File: src/rtl/lge_pkg.sv
// Shared constants, command codes and control structs of the life generation engine.
package lge_pkg;

    localparam int MaxColumns = 64;
    localparam int MaxRows    = 64;
    localparam int ColW       = 6;
    localparam int RowW       = 6;
    localparam int SizeW      = 7;

    localparam logic [1:0] FUNC_WRITE   = 2'd0;
    localparam logic [1:0] FUNC_READ    = 2'd1;
    localparam logic [1:0] FUNC_ADVANCE = 2'd2;
    localparam logic [1:0] FUNC_CLEAR   = 2'd3;

    localparam logic CFG_COLUMNS = 1'b0;
    localparam logic CFG_ROWS    = 1'b1;

    localparam logic [3:0] OP_NOP      = 4'd0;
    localparam logic [3:0] OP_LATCH    = 4'd1;
    localparam logic [3:0] OP_CELL     = 4'd2;
    localparam logic [3:0] OP_CLEAR    = 4'd3;
    localparam logic [3:0] OP_RD_LAST  = 4'd4;
    localparam logic [3:0] OP_RD_FIRST = 4'd5;
    localparam logic [3:0] OP_RD_SECND = 4'd6;
    localparam logic [3:0] OP_CAP_NEXT = 4'd7;
    localparam logic [3:0] OP_GEN_CELL = 4'd8;
    localparam logic [3:0] OP_WR_ROW   = 4'd9;
    localparam logic [3:0] OP_LOAD_OUT = 4'd10;

    typedef struct packed {
        logic [3:0] op;
    } t_cmd;

    typedef struct packed {
        logic       col_last;
        logic       row_last;
    } t_status;

endpackage

File: src/rtl/lge_ctrl.sv
// Sequencer of the life generation engine: request handshakes and datapath commands.
module lge_ctrl
    import lge_pkg::*;
(
    input  logic    i_clk,
    input  logic    i_rst_n,
    input  logic    i_valid,
    input  logic [1:0] i_func,
    output logic    o_ready,
    output logic    o_valid,
    input  logic    i_ready,
    input  t_status i_status,
    output t_cmd    o_cmd
);

    localparam logic [3:0] S_IDLE  = 4'd0;
    localparam logic [3:0] S_CELL  = 4'd1;
    localparam logic [3:0] S_CLR   = 4'd2;
    localparam logic [3:0] S_A0    = 4'd3;
    localparam logic [3:0] S_A1    = 4'd4;
    localparam logic [3:0] S_A2    = 4'd5;
    localparam logic [3:0] S_A3    = 4'd6;
    localparam logic [3:0] S_ACELL = 4'd7;
    localparam logic [3:0] S_AWR   = 4'd8;
    localparam logic [3:0] S_FIN   = 4'd9;

    logic [3:0] r_state, n_state;
    logic       r_valid, n_valid;

    assign o_ready = (r_state == S_IDLE);
    assign o_valid = r_valid;

    always_comb begin
        n_state  = r_state;
        n_valid  = r_valid && !i_ready;
        o_cmd.op = OP_NOP;
        case (r_state)
            S_IDLE: begin
                if (i_valid) begin
                    o_cmd.op = OP_LATCH;
                    case (i_func)
                        FUNC_WRITE, FUNC_READ: n_state = S_CELL;
                        FUNC_ADVANCE:          n_state = S_A0;
                        default:               n_state = S_CLR;
                    endcase
                end
            end
            S_CELL: begin
                o_cmd.op = OP_CELL;
                n_state  = S_FIN;
            end
            S_CLR: begin
                o_cmd.op = OP_CLEAR;
                n_state  = S_FIN;
            end
            S_A0: begin
                o_cmd.op = OP_RD_LAST;
                n_state  = S_A1;
            end
            S_A1: begin
                o_cmd.op = OP_RD_FIRST;
                n_state  = S_A2;
            end
            S_A2: begin
                o_cmd.op = OP_RD_SECND;
                n_state  = S_A3;
            end
            S_A3: begin
                o_cmd.op = OP_CAP_NEXT;
                n_state  = S_ACELL;
            end
            S_ACELL: begin
                o_cmd.op = OP_GEN_CELL;
                if (i_status.col_last) begin
                    n_state = S_AWR;
                end
            end
            S_AWR: begin
                o_cmd.op = OP_WR_ROW;
                n_state  = i_status.row_last ? S_FIN : S_A3;
            end
            S_FIN: begin
                if (!r_valid || i_ready) begin
                    o_cmd.op = OP_LOAD_OUT;
                    n_valid  = 1'b1;
                    n_state  = S_IDLE;
                end
            end
            default: n_state = S_IDLE;
        endcase
    end

    always_ff @(posedge i_clk) begin
        if (!i_rst_n) begin
            r_state <= S_IDLE;
            r_valid <= 1'b0;
        end else begin
            r_state <= n_state;
            r_valid <= n_valid;
        end
    end

endmodule

File: config.mk
export PLATFORM = sky130hd
export DESIGN_NAME = lge_ctrl
export DESIGN_NICKNAME = d
export VERILOG_FILES = /design/src/rtl/lge_pkg.sv /design/src/rtl/lge_ctrl.sv
export SDC_FILE = /design/constraint.sdc
export NUM_CORES = 1
export LEC_CHECK = 0
export BUFFER_PORTS_ARGS = -buffer_cell sky130_fd_sc_hd__buf_2
export CORE_AREA = 4 4 41 43
export CTS_CLUSTER_SIZE = 16
export DETAILED_ROUTE_END_ITERATION = 16
export DIE_AREA = 0 0 45 47
export REMOVE_ABC_BUFFERS = 1
export SLEW_MARGIN = 10
export SYNTH_ARGS = -nofsm -noshare
export SYNTH_HDL_FRONTEND = slang
export SYNTH_SLANG_ARGS = --single-unit
File: constraint.sdc
create_clock -name i_clk -period 1.8 [get_ports i_clk]
set_input_delay 0.09 -clock i_clk [delete_from_list [all_inputs] [get_ports i_clk]]
set_output_delay 0.09 -clock i_clk [all_outputs]
set_load 0.01 [all_outputs]
==> impl_metrics.prom <==
# TYPE chip_impl_metric gauge
chip_impl_metric{name="placedInstanceArea",unit="µm²"} 564
chip_impl_metric{name="diodes",unit=""} 0
chip_impl_metric{name="floorplan.initialDensity",unit="%"} 36.7
chip_impl_metric{name="avgRoutedWirePerCell",unit="µm"} 11.8
chip_impl_info{name="path_cells",value="buf_4 -> a2111o_1 -> o21ai_0 -> buf_2"} 1
chip_impl_metric{name="critPathBufInv",unit=""} 2
chip_impl_metric{name="ys_warns",unit=""} 0
chip_impl_metric{name="synth.ff_latch_count",unit=""} 5
chip_impl_metric{name="finalCritPeriodShare",unit="%"} 86.2
chip_impl_metric{name="share_of_layout_cells_above_drive_strength_1",unit="%"} 35.9
chip_impl_metric{name="preCtsSetupSlack",unit="ns"} 0.338
chip_impl_info{name="end_kind",value="output pin"} 1
chip_impl_metric{name="clock_buffers_created_by_tritoncts",unit=""} 3
chip_impl_metric{name="num_rows",unit=""} 13
chip_impl_info{name="worst_path_dominant_cell_family",value="compound AO/OA/AOI/OAI gates"} 1
chip_impl_metric{name="via_per_inst",unit=""} 5.42
chip_impl_metric{name="net-switching-power",unit="mW"} 0.477
chip_impl_metric{name="netSwitchingFraction",unit="%"} 46.9
chip_impl_metric{name="sequential_group_share_of_total_power",unit="%"} 20.4
chip_impl_metric{name="fin_worst_skew",unit="ns"} 0.00109
chip_impl_metric{name="floorplan.die.width",unit="µm"} 45
chip_impl_metric{name="syn-instance-count",unit=""} 61
chip_impl_metric{name="final.setup.worst_slack",unit="ns"} 0.248
chip_impl_info{name="rsz_0062_raised_after_global_routing",value="no"} 1
chip_impl_metric{name="total_iterations_of_the_first_detailed_routing_run",unit=""} 4
chip_impl_metric{name="worst_rel_slew_slack",unit="%"} 77.3
chip_impl_info{name="most-common-layout-cells",value="13 x sky130_fd_sc_hd__buf_2, 12 x sky130_fd_sc_hd__nor2_1, 5 x sky130_fd_sc_hd__dfxtp_1"} 1
chip_impl_metric{name="postRouteAntennaNets",unit=""} 0
chip_impl_metric{name="synth_top_cell_area_share",unit="%"} 20.9
chip_impl_info{name="hold_path_startpoint",value="i_rst_n"} 1
chip_impl_metric{name="buffer_ports.inserted",unit=""} 13
chip_impl_metric{name="drcViolationCount",unit=""} 0
chip_impl_metric{name="tns",unit="ns"} 0
chip_impl_metric{name="power_density",unit="nW/µm²"} 1720
chip_impl_metric{name="worst_setup_hold_path_clk_slew",unit="ns"} 0.04
chip_impl_metric{name="hold_slack",unit="ns"} 0.120
chip_impl_metric{name="multi_input_gate_area_in_the_final_layout",unit="µm²"} 343
chip_impl_metric{name="initial_antenna_violation_count",unit=""} 0
chip_impl_metric{name="nNetsFinal",unit=""} 87
chip_impl_metric{name="timing_hold_violations_final",unit=""} 0
chip_impl_metric{name="routed_wl",unit="µm"} 1100
chip_impl_metric{name="total_power",unit="mW"} 1.02
chip_impl_metric{name="clkSinkCount",unit=""} 5
chip_impl_metric{name="design.core.area",unit="µm²"} 1300
chip_impl_metric{name="worst_skew_pair_later_pin_latency",unit="ns"} 0.24
chip_impl_metric{name="fmax",unit="MHz"} 644
chip_impl_metric{name="dpl.hpwl",unit="µm"} 866
chip_impl_info{name="worst_path_max_delay_cell",value="sky130_fd_sc_hd__dfxtp_1"} 1
chip_impl_metric{name="clockPowerShare",unit="%"} 12.4
chip_impl_metric{name="area.growth.synth_to_final",unit="%"} 23.6
chip_impl_metric{name="worst-slew-pin-transition",unit="ns"} 0.340
chip_impl_metric{name="seq_area",unit="µm²"} 100
chip_impl_metric{name="floorplan.io_pins",unit=""} 14
chip_impl_metric{name="power.internal",unit="mW"} 0.539
chip_impl_metric{name="post_cts.resized_instances",unit=""} 0
chip_impl_metric{name="critical_path.max_fanout",unit=""} 7
chip_impl_metric{name="grt_use_total",unit="%"} 12.2
chip_impl_metric{name="cts_post_setup_buffers_inserted",unit=""} 0
chip_impl_metric{name="worst_path_largest_cell_delay",unit="ns"} 0.40
chip_impl_metric{name="number_of_maximum_capacitance_violations",unit=""} 0
chip_impl_metric{name="grt_max_degree",unit=""} 12
chip_impl_info{name="critPathLaunchType",value="flip-flop"} 1
chip_impl_metric{name="worst_ir_drop_vdd",unit="V"} 0.000708
chip_impl_metric{name="fillers",unit=""} 135
chip_impl_info{name="hold_path_class",value="in -> reg"} 1
chip_impl_metric{name="crit_arrival",unit="ns"} 1.46
chip_impl_info{name="clock_tree.root_cell",value="sky130_fd_sc_hd__clkbuf_4"} 1
chip_impl_metric{name="ctsHoldBuffers",unit=""} 0
chip_impl_metric{name="postLayoutCellArea",unit="µm²"} 591
chip_impl_metric{name="number_of_enable_flip_flop_cells_after_synthesis",unit=""} 0
chip_impl_metric{name="grt-ovfl-total",unit=""} 0
chip_impl_info{name="result_of_the_run",value="completed"} 1
chip_impl_info{name="critPathKind",value="reg -> out"} 1
chip_impl_metric{name="die_height",unit="µm"} 47
chip_impl_metric{name="yosysUniqueCellTypes",unit=""} 37
chip_impl_info{name="ys.flop_type",value="sky130_fd_sc_hd__dfxtp_1"} 1
chip_impl_metric{name="synth-async-reset-ratio",unit="%"} 0
chip_impl_metric{name="ys_seq_area_share",unit="%"} 20.9
chip_impl_metric{name="dr.first_iter.drc_count",unit=""} 22
chip_impl_metric{name="comb_power_share",unit="%"} 67.2
chip_impl_metric{name="synth.cell_area",unit="µm²"} 478
chip_impl_info{name="final_common_cell",value="sky130_fd_sc_hd__buf_2"} 1
chip_impl_metric{name="routed-via-count",unit=""} 504
chip_impl_metric{name="cts.path.max_buffers",unit=""} 2
chip_impl_metric{name="timing.final.max_slew_violations",unit=""} 0
chip_impl_metric{name="first_global_vias",unit=""} 454
chip_impl_metric{name="avgSynthCellArea",unit="µm²"} 7.84
chip_impl_metric{name="setup_violations",unit=""} 0
chip_impl_metric{name="required",unit="ns"} 1.71
chip_impl_metric{name="static-leakage-power",unit="nW"} 0.257
chip_impl_info{name="tritoncts_clock_tree",value="yes"} 1
chip_impl_metric{name="die_area",unit="µm²"} 2120
chip_impl_metric{name="grt_first_pass_wirelength",unit="µm"} 1840
chip_impl_info{name="cp-startpoint",value="r_state[1]$_SDFFE_PN0P_"} 1
chip_impl_metric{name="finalCriticalPeriod",unit="ns"} 1.55
chip_impl_info{name="main_area_contributors_after_synthesis",value="sky130_fd_sc_hd__dfxtp_1 21%, sky130_fd_sc_hd__nor2_1 9.4%, sky130_fd_sc_hd__nand2b_1 3.9%"} 1
chip_impl_metric{name="htreeDepth",unit=""} 1
chip_impl_metric{name="place_congestion",unit=""} 0.818
chip_impl_info{name="synth_largest_area_cell",value="sky130_fd_sc_hd__dfxtp_1"} 1
chip_impl_info{name="timing.rr.start",value="r_state[0]$_SDFFE_PN0P_"} 1
==> stage by stage <==
step / util, % / instances
after floorplan: - / 57
after global placement: 43.4 / 89
after detailed placement: 43.4 / 89
after CTS: 45.4 / 93
after global routing: 45.4 / 93
final: 45.4 / 93
==> power groups by stage <==
stage                     Sequential, mW  Combinational, mW  Clock (mW)
after global routing               0.215              0.754       0.143
after CTS                          0.207              0.681       0.134
after detailed placement           0.209              0.677           0
after floorplan                    0.250              0.423           0
final                              0.207              0.682       0.126
after global placement             0.208              0.684           0
==> registers in the layout (all words and copies together), names as in the netlist <==
register  flops
r_state       4
o_valid       1
==> cell usage after synthesis, drive strengths merged, types with 2 or more instances <==
library cell  instances
a21oi                 3
buf                   3
dfxtp                 5
inv                   2
nand2                 5
nand2b                3
nor2                 13
nor3                  3
nor4                  2
o21ai                 3
xor2                  2
==> kinds of logic (layout without fill, tap and decap cells) <==
| family | count (synthesis) | count (layout) | synth area share (%) |
|---|---|---|---|
| AOI/OAI and AO/OA | 17 | 17 | 26.4 |
| muxes | 1 | 1 | 2.09 |
| buffers and inverters | 6 | 23 | 7.33 |
| xor gates and xnor gates | 2 | 2 | 5.24 |
| DFF | 5 | 5 | 20.9 |
| and+or+nand+nor | 30 | 30 | 38.0 |
==> routing by layer <==
layer	global-route usage, %	part of all wire (%)	up-vias
li1	-	-	255
met1	14.2	44	230
met2	20.1	47	19
met3	6.90	8.6	0
met4	1.75	0	0
met5	0	0	-
==> area by class of cell <==
type | count | share of cell area (%)
multi-input combinational | 50 | 58.1
sequential | 5 | 16.9
timing repair buffer | 17 | 16.1
clock buffer | 4 | 4.45
tap | 15 | 3.18
inverter | 2 | 1.27
==> final timing paths <==
| kind | end | slack (ns) | cells past startpoint |
|---|---|---|---|
| worst min register to register | o_valid$_SDFF_PN0_ | 0.65 | 3 |
| worst min-delay path | r_state[2]$_SDFFE_PN0P_ | 0.12 | 2 |
| worst max-delay path | o_cmd[3] | 0.25 | 4 |
| worst max register to register | r_state[0]$_SDFFE_PN0P_ | 0.35 | 4 |
No activity file was read; power rests on OpenSTA's default activity.
